===== config.mk =====
export PLATFORM = sky130hd
export DESIGN_NAME = indexed_shift_list_core
export DESIGN_NICKNAME = d
export VERILOG_FILES = /design/src/hdl/isl_pkg.sv /design/src/hdl/indexed_shift_list_core.sv /design/src/hdl/isl_cell.sv /design/src/hdl/isl_ctrl.sv
export SDC_FILE = /design/constraint.sdc
export NUM_CORES = 1
export LEC_CHECK = 0
export BUFFER_PORTS_ARGS = -buffer_cell sky130_fd_sc_hd__buf_2
export CORE_MARGIN = 2
export CORE_UTILIZATION = 33
export CTS_CLUSTER_DIAMETER = 40
export DETAILED_ROUTE_END_ITERATION = 6
export PLACE_DENSITY_LB_ADDON = 0.12
export SLEW_MARGIN = 20
export SYNTH_ARGS = -nofsm -noshare
export SYNTH_HDL_FRONTEND = slang
export SYNTH_SLANG_ARGS = --single-unit
export TNS_END_PERCENT = 10

===== constraint.sdc =====
create_clock -name clk -period 8.7 [get_ports clk]
set_input_delay 0.87 -clock clk [delete_from_list [all_inputs] [get_ports clk]]
set_output_delay 0.87 -clock clk [all_outputs]
set_load 0.05 [all_outputs]

===== src/hdl/isl_pkg.sv =====
`timescale 1ns / 1ps
`default_nettype none

package isl_pkg;

  // List geometry
  localparam int CAPACITY   = 16;
  localparam int WORD_WIDTH = 32;
  localparam int POS_W      = $clog2(CAPACITY);
  localparam int CNT_W      = $clog2(CAPACITY + 1);

  // Transaction field widths
  localparam int MODE_W   = 3;
  localparam int INDEX_W  = 5;
  localparam int VALUE_W  = 32;
  localparam int STATUS_W = 2;
  localparam int COUNT_W  = 5;

  // Wide enough to compare an index against the count without wrap
  localparam int CMP_W = ((CNT_W > INDEX_W) ? CNT_W : INDEX_W) + 1;

  // tdata layout, lowest field first, padded to whole bytes
  localparam int IN_MODE_LSB    = 0;
  localparam int IN_INDEX_LSB   = IN_MODE_LSB + MODE_W;
  localparam int IN_VALUE_LSB   = IN_INDEX_LSB + INDEX_W;
  localparam int IN_USED_W      = IN_VALUE_LSB + VALUE_W;
  localparam int IN_TDATA_W     = ((IN_USED_W + 7) / 8) * 8;

  localparam int OUT_REMOVED_LSB = 0;
  localparam int OUT_STATUS_LSB  = OUT_REMOVED_LSB + VALUE_W;
  localparam int OUT_COUNT_LSB   = OUT_STATUS_LSB + STATUS_W;
  localparam int OUT_USED_W      = OUT_COUNT_LSB + COUNT_W;
  localparam int OUT_TDATA_W     = ((OUT_USED_W + 7) / 8) * 8;
  localparam int OUT_PAD_W       = OUT_TDATA_W - OUT_USED_W;

  typedef logic [WORD_WIDTH-1:0] word_t;
  typedef logic [VALUE_W-1:0]    value_t;
  typedef logic [INDEX_W-1:0]    index_t;
  typedef logic [CNT_W-1:0]      cnt_t;
  typedef logic [COUNT_W-1:0]    count_field_t;
  typedef logic [POS_W-1:0]      pos_t;
  typedef logic [CMP_W-1:0]      cmp_t;

  typedef enum logic [MODE_W-1:0] {
    MODE_INSERT     = 3'd0,
    MODE_REMOVE     = 3'd1,
    MODE_PUSH_BACK  = 3'd2,
    MODE_PUSH_FRONT = 3'd3,
    MODE_POP_BACK   = 3'd4,
    MODE_POP_FRONT  = 3'd5
  } mode_t;

  typedef enum logic [STATUS_W-1:0] {
    ST_OK    = 2'd0,
    ST_FULL  = 2'd1,
    ST_EMPTY = 2'd2,
    ST_RANGE = 2'd3
  } status_t;

  // Broadcast from the control to the cell row
  typedef struct packed {
    logic ins;
    logic rem;
    pos_t pos;
  } list_op_t;

  // Per-cell load selection
  typedef struct packed {
    logic load;
    logic take_left;
    logic take_right;
  } cell_ctl_t;

endpackage

`default_nettype wire


===== src/hdl/indexed_shift_list_core.sv =====
`timescale 1ns / 1ps
`default_nettype none

// Result: registered, valid on out_tvalid in the cycle after the input transaction.
// Throughput: one operation per cycle while out_tready drains the output; the row
// of cells shifts up or down one place at once; one output register holds the result.
// Reset: entry count cleared, output register empty and in_tready low; cell
// words are not reset and are only read below the count.

module indexed_shift_list_core (
  input  wire logic                               clk,
  input  wire logic                               rst_n,
  input  wire logic                               in_tvalid,
  output logic                                    in_tready,
  // in_tdata: mode[2:0], item_index[7:3], item_value[39:8]
  input  wire logic [isl_pkg::IN_TDATA_W-1:0]     in_tdata,
  output logic                                    out_tvalid,
  input  wire logic                               out_tready,
  // out_tdata: removed_value[31:0], status[33:32], entry_count[38:34], pad[39]
  output logic [isl_pkg::OUT_TDATA_W-1:0]         out_tdata
);

  logic                    in_fire;
  isl_pkg::mode_t          mode;
  isl_pkg::index_t         item_index;
  isl_pkg::value_t         item_value;
  isl_pkg::word_t          new_word;
  isl_pkg::list_op_t       op;
  isl_pkg::status_t        status;
  isl_pkg::cnt_t           count_nxt;
  isl_pkg::word_t          cells_q [isl_pkg::CAPACITY];
  isl_pkg::cell_ctl_t      cell_ctl [isl_pkg::CAPACITY];
  isl_pkg::value_t         removed;

  logic                    out_valid_r;
  logic                    out_valid_nxt;
  isl_pkg::value_t         removed_r;
  isl_pkg::status_t        status_r;
  isl_pkg::count_field_t   count_out_r;

  // Input unpack
  assign mode       = isl_pkg::mode_t'(in_tdata[isl_pkg::IN_INDEX_LSB-1:isl_pkg::IN_MODE_LSB]);
  assign item_index = in_tdata[isl_pkg::IN_VALUE_LSB-1:isl_pkg::IN_INDEX_LSB];
  assign item_value = in_tdata[isl_pkg::IN_USED_W-1:isl_pkg::IN_VALUE_LSB];
  assign new_word   = isl_pkg::word_t'(item_value);

  // Accept out of reset while the output register is empty or being drained
  assign in_tready = rst_n && (!out_valid_r || out_tready);
  assign in_fire   = in_tvalid && in_tready;

  isl_ctrl u_ctrl (
    .clk        (clk),
    .rst_n      (rst_n),
    .fire       (in_fire),
    .mode       (mode),
    .item_index (item_index),
    .op         (op),
    .status     (status),
    .count_nxt  (count_nxt)
  );

  // Row of cells; each loads from its neighbors under a per-cell select
  for (genvar i = 0; i < isl_pkg::CAPACITY; i++) begin : g_cell
    isl_pkg::word_t left_d;
    isl_pkg::word_t right_d;

    always_comb begin
      cell_ctl[i].load       = op.ins && (op.pos == isl_pkg::pos_t'(i));
      cell_ctl[i].take_left  = op.ins && (op.pos <  isl_pkg::pos_t'(i));
      cell_ctl[i].take_right = op.rem && (op.pos <= isl_pkg::pos_t'(i))
                               && (i < isl_pkg::CAPACITY - 1);
    end

    if (i == 0) begin : g_first
      assign left_d = '0;
    end else begin : g_mid_l
      assign left_d = cells_q[i-1];
    end

    if (i == isl_pkg::CAPACITY - 1) begin : g_last
      assign right_d = '0;
    end else begin : g_mid_r
      assign right_d = cells_q[i+1];
    end

    isl_cell u_cell (
      .clk        (clk),
      .ctl        (cell_ctl[i]),
      .new_value  (new_word),
      .left_data  (left_d),
      .right_data (right_d),
      .data_q     (cells_q[i])
    );
  end

  // Word leaving the list, taken before the row shifts
  assign removed = op.rem ? isl_pkg::value_t'(cells_q[op.pos]) : '0;

  // Output register
  always_comb begin
    out_valid_nxt = out_valid_r;
    if (in_fire) begin
      out_valid_nxt = 1'b1;
    end else if (out_tready) begin
      out_valid_nxt = 1'b0;
    end
  end

  always_ff @(posedge clk) begin
    if (!rst_n) begin
      out_valid_r <= 1'b0;
    end else begin
      out_valid_r <= out_valid_nxt;
    end
  end

  always_ff @(posedge clk) begin
    if (in_fire) begin
      removed_r   <= removed;
      status_r    <= status;
      count_out_r <= isl_pkg::count_field_t'(count_nxt);
    end
  end

  // Output pack
  assign out_tvalid = out_valid_r;
  assign out_tdata[isl_pkg::OUT_STATUS_LSB-1:isl_pkg::OUT_REMOVED_LSB] = removed_r;
  assign out_tdata[isl_pkg::OUT_COUNT_LSB-1:isl_pkg::OUT_STATUS_LSB]   = status_r;
  assign out_tdata[isl_pkg::OUT_USED_W-1:isl_pkg::OUT_COUNT_LSB]       = count_out_r;
  assign out_tdata[isl_pkg::OUT_TDATA_W-1:isl_pkg::OUT_USED_W]         = '0;

endmodule

`default_nettype wire


===== src/hdl/isl_cell.sv =====
`timescale 1ns / 1ps
`default_nettype none

module isl_cell (
  input  wire logic              clk,
  input  wire isl_pkg::cell_ctl_t ctl,
  input  wire isl_pkg::word_t    new_value,
  input  wire isl_pkg::word_t    left_data,
  input  wire isl_pkg::word_t    right_data,
  output isl_pkg::word_t         data_q
);

  isl_pkg::word_t data_r;
  isl_pkg::word_t data_nxt;

  // Pick the new word: fresh value, neighbor below, neighbor above, or hold
  always_comb begin
    data_nxt = data_r;
    if (ctl.load) begin
      data_nxt = new_value;
    end else if (ctl.take_left) begin
      data_nxt = left_data;
    end else if (ctl.take_right) begin
      data_nxt = right_data;
    end
  end

  always_ff @(posedge clk) begin
    data_r <= data_nxt;
  end

  assign data_q = data_r;

endmodule

`default_nettype wire


===== src/hdl/isl_ctrl.sv =====
`timescale 1ns / 1ps
`default_nettype none

module isl_ctrl (
  input  wire logic              clk,
  input  wire logic              rst_n,
  input  wire logic              fire,
  input  wire isl_pkg::mode_t    mode,
  input  wire isl_pkg::index_t   item_index,
  output isl_pkg::list_op_t      op,
  output isl_pkg::status_t       status,
  output isl_pkg::cnt_t          count_nxt
);

  isl_pkg::cnt_t    count_r;
  isl_pkg::cmp_t    cnt_ext;
  isl_pkg::cmp_t    tgt;
  logic             ins_req;
  logic             rem_req;
  logic             ins_ok;
  logic             rem_ok;

  assign cnt_ext = isl_pkg::cmp_t'(count_r);

  // Decode the operation and its target position
  always_comb begin
    ins_req = 1'b0;
    rem_req = 1'b0;
    tgt     = '0;
    case (mode)
      isl_pkg::MODE_INSERT: begin
        ins_req = 1'b1;
        tgt     = isl_pkg::cmp_t'(item_index);
      end
      isl_pkg::MODE_REMOVE: begin
        rem_req = 1'b1;
        tgt     = isl_pkg::cmp_t'(item_index);
      end
      isl_pkg::MODE_PUSH_BACK: begin
        ins_req = 1'b1;
        tgt     = cnt_ext;
      end
      isl_pkg::MODE_PUSH_FRONT: begin
        ins_req = 1'b1;
      end
      isl_pkg::MODE_POP_BACK: begin
        rem_req = 1'b1;
        tgt     = cnt_ext - isl_pkg::cmp_t'(1);
      end
      isl_pkg::MODE_POP_FRONT: begin
        rem_req = 1'b1;
      end
      default: begin
      end
    endcase
  end

  // Status: full before range on inserts, empty before range on removes
  always_comb begin
    status = isl_pkg::ST_OK;
    if (ins_req) begin
      if (count_r == isl_pkg::cnt_t'(isl_pkg::CAPACITY)) begin
        status = isl_pkg::ST_FULL;
      end else if (tgt > cnt_ext) begin
        status = isl_pkg::ST_RANGE;
      end
    end else if (rem_req) begin
      if (count_r == '0) begin
        status = isl_pkg::ST_EMPTY;
      end else if (tgt >= cnt_ext) begin
        status = isl_pkg::ST_RANGE;
      end
    end
  end

  assign ins_ok = ins_req && (status == isl_pkg::ST_OK);
  assign rem_ok = rem_req && (status == isl_pkg::ST_OK);

  // Count after this transaction and the command to the cell row
  always_comb begin
    count_nxt = count_r;
    if (ins_ok) begin
      count_nxt = count_r + isl_pkg::cnt_t'(1);
    end else if (rem_ok) begin
      count_nxt = count_r - isl_pkg::cnt_t'(1);
    end
    op.ins = fire && ins_ok;
    op.rem = fire && rem_ok;
    op.pos = tgt[isl_pkg::POS_W-1:0];
  end

  always_ff @(posedge clk) begin
    if (!rst_n) begin
      count_r <= '0;
    end else if (fire) begin
      count_r <= count_nxt;
    end
  end

endmodule

`default_nettype wire


=== Word-level counts from Yosys, hierarchy flattened ===
Cells that the tools add are included.

* Register bits: 557
* Latch bits: 0
* Bits in writable memories: 0
* ROM bits: 0
* Input port bits: 44
* Output and inout port bits: 42
* Logic and storage cells: 222
* Memories: 0

* Add/subtract/negate cells: 3
* Multipliers: 0
* Divide/modulo/power cells: 0
* Magnitude comparators: 34
* Equality and inequality tests: 21
* Shift-type cells: 0
* Multiplexer cells: 63
* Bitwise gates (word level): 1
* Reduce and logical (&&, ||, !) cells: 79

{| class="wikitable"
|+ Operators with widths
! kind !! number
|-
| $mux W32 || 49
|-
| $bmux W32 S4 || 1
|-
| $logic_and A1 B1 Y1 || 53
|-
| $reduce_bool A3 Y1 || 15
|-
| $eq A4 B4 Y1 const B || 8
|-
| $lt A4 B4 Y1 const B || 8
|-
| $le A4 B4 Y1 const B || 7
|-
| $pmux W6 S3 || 1
|-
| $eq A4 B3 Y1 const B || 4
|-
| $le A4 B3 Y1 const B || 4
|-
| $lt A4 B3 Y1 const B || 4
|-
| $mux W2 || 6
|-
| $mux W5 || 2
|-
| $eq A4 B2 Y1 const B || 2
|-
| $le A4 B1 Y1 const B || 2
|-
| $le A4 B2 Y1 const B || 2
|-
| $lt A4 B1 Y1 const B || 2
|-
| $lt A4 B2 Y1 const B || 2
|-
| $eq A3 B2 Y1 const B || 2
|-
| $eq A3 B3 Y1 const B || 2
|-
| $ge A6 B5 Y1 || 1
|-
| $gt A6 B5 Y1 || 1
|-
| $reduce_or A3 Y1 || 2
|-
| $sub A5 B1 Y6 const B || 1
|-
| other kinds (16) || 20
|}

=== Depth between registers and ports, before layout ===
* Depth in word-level cells: 15
* Gate-level depth with buffers: 21
* Gate-level depth less buffers: 15

=== Cells and area by module ===
A second synthesis with hierarchy kept.

* Cell total of the unflattened synthesis: 2880
* Area, all modules: 33539.7 um^2

{| class="wikitable"
|+ By module, submodules not included
! module !! instances !! cells an instance !! area an instance (um^2) !! sequential area each (um^2)
|-
| isl_cell || 16 || 140 || 1672.9 || 960.9
|-
| indexed_shift_list_core || 1 || 499 || 5795.6 || 1191.1
|-
| isl_ctrl || 1 || 141 || 978.4 || 100.1
|}

=== Least setup slack after synthesis ===
OpenSTA, ideal clock, no wires.

* Kind: register to register
* Start point: register u_ctrl.count_r[0]
* End point: register g_cell[4].u_cell.data_r[0], enable pin
* Setup time: 470 ps
* Arrival time: 6399 ps
* Slack: 1831 ps
* Cell stages (with the launch flop): 20
* Clock period less this slack: 6869 ps
* Path through: dfxtp_1 -> buf_2 -> inv_1 -> ha_1 -> or4b_1 -> and3_1 -> buf_2 -> inv_2 -> buf_2 -> buf_2 -> buf_1 -> ha_1 -> nor2b_1 -> o21a_1 -> o21ai_1 -> nand2_2 -> buf_4 -> inv_2 -> a21oi_2 -> a211oi_1

* Longest elaborated chain between the ends: 12

{| class="wikitable"
|+ RTL lines
! element !! RTL line !! RTL
|-
| from (decl) || isl_ctrl.sv:15 || <nowiki>isl_pkg::cnt_t count_r;</nowiki>
|-
| from (signal assigned) || isl_ctrl.sv:96 || <nowiki>count_r <= count_nxt;</nowiki>
|-
| $sub A5 B1 Y6 || isl_ctrl.sv:48 || <nowiki>tgt = cnt_ext - isl_pkg::cmp_t'(1);</nowiki>
|-
| $pmux W6 S3 || isl_ctrl.sv:30 || <nowiki>case (mode)</nowiki>
|-
| $ge A6 B5 Y1 || isl_ctrl.sv:70 || <nowiki>end else if (tgt >= cnt_ext) begin</nowiki>
|-
| $mux W2 || isl_ctrl.sv:70 ||
|-
| $mux W2 || isl_ctrl.sv:68 || <nowiki>if (count_r == '0) begin</nowiki>
|-
| $mux W2 || isl_ctrl.sv:67 || <nowiki>end else if (rem_req) begin</nowiki>
|-
| $mux W2 || isl_ctrl.sv:61 || <nowiki>if (ins_req) begin</nowiki>
|-
| $logic_not A2 Y1 || isl_ctrl.sv:76, isl_ctrl.sv:77 ||
|-
| $logic_and A1 B1 Y1, on equally long branches || isl_ctrl.sv:77, isl_ctrl.sv:76 ||
|-
| $logic_and A1 B1 Y1, on equally long branches || isl_ctrl.sv:88, isl_ctrl.sv:87 ||
|-
| $logic_and A1 B1 Y1, on equally long branches || indexed_shift_list_core.sv:70, indexed_shift_list_core.sv:68, indexed_shift_list_core.sv:69 ||
|-
| $reduce_bool A3 Y1 (no source line) * || - ||
|-
| to (signal assigned) || isl_cell.sv:29 || <nowiki>data_r <= data_nxt;</nowiki>
|-
| to (decl) || isl_cell.sv:13 || <nowiki>isl_pkg::word_t data_r;</nowiki>
|}

Mark *: on every way between the ends. The rest lies on a longest branch, timed or not.
A chain may end at the register's enable or synchronous reset.

=== Final worst setup path ===
* Start point: register u_ctrl.count_r[0]
* End point: register g_cell[8].u_cell.data_r[11], enable pin

* Longest elaborated chain between the ends: 12

{| class="wikitable"
|+ RTL lines
! element !! RTL line
|-
| $sub A5 B1 Y6 || isl_ctrl.sv:48
|-
| $pmux W6 S3 || isl_ctrl.sv:30
|-
| $ge A6 B5 Y1 || isl_ctrl.sv:70
|-
| $mux W2 || isl_ctrl.sv:70
|-
| $mux W2 || isl_ctrl.sv:68
|-
| $mux W2 || isl_ctrl.sv:67
|-
| $mux W2 || isl_ctrl.sv:61
|-
| $logic_not A2 Y1 || isl_ctrl.sv:76, isl_ctrl.sv:77
|-
| $logic_and A1 B1 Y1, on equally long branches || isl_ctrl.sv:77, isl_ctrl.sv:76
|-
| $logic_and A1 B1 Y1, on equally long branches || isl_ctrl.sv:88, isl_ctrl.sv:87
|-
| $logic_and A1 B1 Y1, on equally long branches || indexed_shift_list_core.sv:70, indexed_shift_list_core.sv:68, indexed_shift_list_core.sv:69
|-
| $reduce_bool A3 Y1 (no source line) * || -
|-
| to (signal assigned) || isl_cell.sv:29
|-
| to (decl) || isl_cell.sv:13
|}

Marked as above.

==> impl_metrics.ini <==
[sta]
period_share = 0.715
timing.fmax_mhz = 161
finalSetupViolCount = 0
rsz0062_at_grt = no
max_slew.worst_pin.slew_ns = 1.19
drv_slew = 0
slew_headroom = 0.206
finalCriticalPeriod_ns = 6.22
hold_viol_final = 0
skew_ns = 0.0249
fin_tns_setup_ns = 0

[synth]
yosysWarnings = 0
synth_compound_area_frac = 0.187
synth.distinct_cells = 69
synth_top_family_by_area = compound AO/OA/AOI/OAI gates
synth_area_mm2 = 0.0324
yosys.area_share.xor_xnor = 0.00135
synth_top_area_share = 0.510
ys_seq_area_frac = 0.514
syn_avg_cell_area_um2 = 9.86
yosysTopAreaCell = edfxtp_1
synthAdderAreaFrac = 0.00309
async_flop_share = 0
synth_mux_area_frac = 0.0880
synth_ff_type = edfxtp_1
synth.net_count = 3339
synthSimpleGateAreaFrac = 0.159
syn_inst = 3287
yosys-top-cells-area = edfxtp_1, nand2_1, mux2_2, a21oi_1, a31oi_1
synth-edff-count = 551
ys_ff_latch = 557

[clock_tree]
postCtsHoldBufs = 0
cts_resized = 0
clock_latency_ns = 0.70
postCtsSetupRepairBufs = 0
clock_sinks = 557
root_buffer = clkbuf_16
htreeDepth = 3
cts_tree = built
numCtsBuffers = 114
clock_path_buffers = 3
clk_pin_slew_ns = 0.05

[setup_path]
critPathMaxFanout = 82
cp_data_arrival_time_ns = 6.59
end_kind = flip-flop
cp_data_required_time_ns = 9.07
crit_type = reg2reg
cp-start-kind = flip-flop

[power_and_ir_drop]
powerDensity_mw_per_mm2 = 230
internal-power_uw = 6260
p_sw_uw = 2420
pwr-share-comb = 0.132
power.share.clock = 0.503
seq_power_share = 0.365
power.switching_fraction = 0.279
peakVddDrop_mv = 0.168
p_leak_uw = 0.0132

[floorplan]
die_y_um = 317
core_mm2 = 0.0970
num_rows = 114
dieArea_mm2 = 0.101
io_pins = 86
initial_core_util = 0.334
fp.dieW_um = 317

[detailed_routing]
drc = 0
vias = 28100
wl_met3_um = 10900
detail_route.vias_per_cell = 6.13
wl_um = 133000
drtIter0Drc = 3304
wl_met1_um = 56200
dr.max_layer_used = met5
detail_route.first_pass.iterations = 6
antenna_left = 0
dr_wl_met2_um = 59700
wire_per_inst_um = 29.0

[grt]
antenna_found_initial = 6
grt_max_degree = 109
grt_first_pass_wirelength_um = 193000
grt_usage = 0.256
grt_pass1_vias = 28000
gr-total-overflow = 0

[placement]
numPortBuffers = 84
dp_hpwl_um = 76300
gp_congestion = 0.836

[layout]
fillCellCount = 9459
layout-drive-gt1-share = 0.154
regArea_mm2 = 0.0167
postLayoutCoreUtil = 0.389
syn2layout_area_growth_pct = 16.4
multi_input_area_mm2 = 0.0146
nets = 3259

[run]
drv_cap = 0

[min_path]
worstHoldPathType = in2reg

[outcome]
status = completed
## placed cells by master (no fill, tap or decap), drive strengths merged, types with 66 or more instances in the layout
cell     netlist  routed
a21oi        214     214
o21ai        101     101
mux2         192     192
a2bb2oi       68      68
nor3          76      76
edfxtp       551     551
a31oi        161     161
buf          136     163
mux2i         69      69
clkbuf       223     136
and2          66      66
nor2         184     184
nand2        666     666
nand3        169     169
## layout make-up
cell class,instances,area share
diodes,2,0.000133
clock buffers,136,0.0792
clock inverters,76,0.0216
inverters,12,0.00172
multi-input cells,2359,0.386
flip-flops and latches,557,0.442
well taps,1276,0.0423
repair buffers,163,0.0275
## metal layers
layer	vias up	GRT usage
met2	1578	0.404
met4	4	0.113
li1	12200	-
met5	-	0
met3	325	0.0454
met1	14000	0.345
## power by group through the flow
stage / combinational (uW) / clock [uW] / sequential, uW
after detailed placement: 1130 / 0 / 3210
after global routing: 1220 / 4560 / 3170
after CTS: 1130 / 4430 / 3160
final: 1150 / 4360 / 3170
after global placement: 1120 / 0 / 3210
after floorplan: 705 / 0 / 3220
## cell usage after synthesis, types with 3 or more instances
library cell and number:
a211oi_1 3, a21o_1 29, a21oi_1 213, a221o_1 65, a22o_1 28, a22oi_1 64
a2bb2oi_1 68, a31oi_1 161, a32oi_1 32, and2_1 66, and3_1 10, buf_1 39
buf_2 84, buf_4 9, buf_6 4, clkbuf_1 223, dfxtp_1 6, edfxtp_1 551
ha_1 8, inv_1 8, inv_2 3, mux2_1 86, mux2_2 106, mux2i_1 69
nand2_1 665, nand2b_1 4, nand3_1 168, nand4_1 4, nor2_1 181, nor3_1 74
nor3b_1 3, o211ai_1 32, o211ai_2 3, o21a_1 4, o21ai_0 90, o21ai_1 11
o22ai_1 40, o32ai_1 32, xnor2_1 5
## worst max-delay path, cell delays in order, from the launching register on
cell and delay (ns):
dfxtp_1 0.56, inv_1 0.15, ha_1 0.38, or4b_1 0.53, and3_4 0.29, inv_8 0.47, ha_1 0.37, nor2b_1 0.14
o21a_1 0.18, o21ai_1 0.20, nand2_2 0.06, buf_4 0.35, inv_4 0.47, a21oi_4 0.29, nor2_4 1.02, buf_4 0.40
## flip-flops by register name, indices dropped and copies added, names as in the netlist
| name | flops |
|---|---|
| status_r | 2 |
| count_out_r | 5 |
| u_ctrl.count_r | 5 |
| removed_r | 32 |
| g_cell.u_cell.data_q | 512 |
| out_tvalid | 1 |
## per-stage QoR
stage	cell area (um^2)	total power, uW	hold WS (ns)	setup slack (ns)	cells
after global routing	37700	8960	0.440	2.18	4579
after CTS	37700	8730	0.413	2.53	4579
after detailed placement	33900	4340	0.567	2.29	4367
after global placement	33900	4330	0.532	2.28	4367
final	37700	8680	0.454	2.48	4581
after floorplan	32400	3920	0.498	1.83	3287
## path summary, 6_finish.rpt
path / start / endpoint / slack, ns / cells after the start
min: in_tvalid / out_tvalid$_SDFFE_PN0P_ / 0.45 / 3
max reg2reg: u_ctrl.count_r[0]$_SDFFE_PN0P_ / g_cell[8].u_cell.data_q[11]$_DFFE_PP_ / 2.48 / 15
min reg2reg: out_tvalid$_SDFFE_PN0P_ / out_tvalid$_SDFFE_PN0P_ / 0.57 / 2
max: u_ctrl.count_r[0]$_SDFFE_PN0P_ / g_cell[8].u_cell.data_q[11]$_DFFE_PP_ / 2.48 / 15
## cells by family after synthesis
group           Yosys count
simple gates           1198
other cells               1
buf+inv                 371
flops                   557
compound gates          886
fa+ha+maj                 8
xor+xnor                  5
mux                     261
No activity file was read; power rests on OpenSTA's default activity.
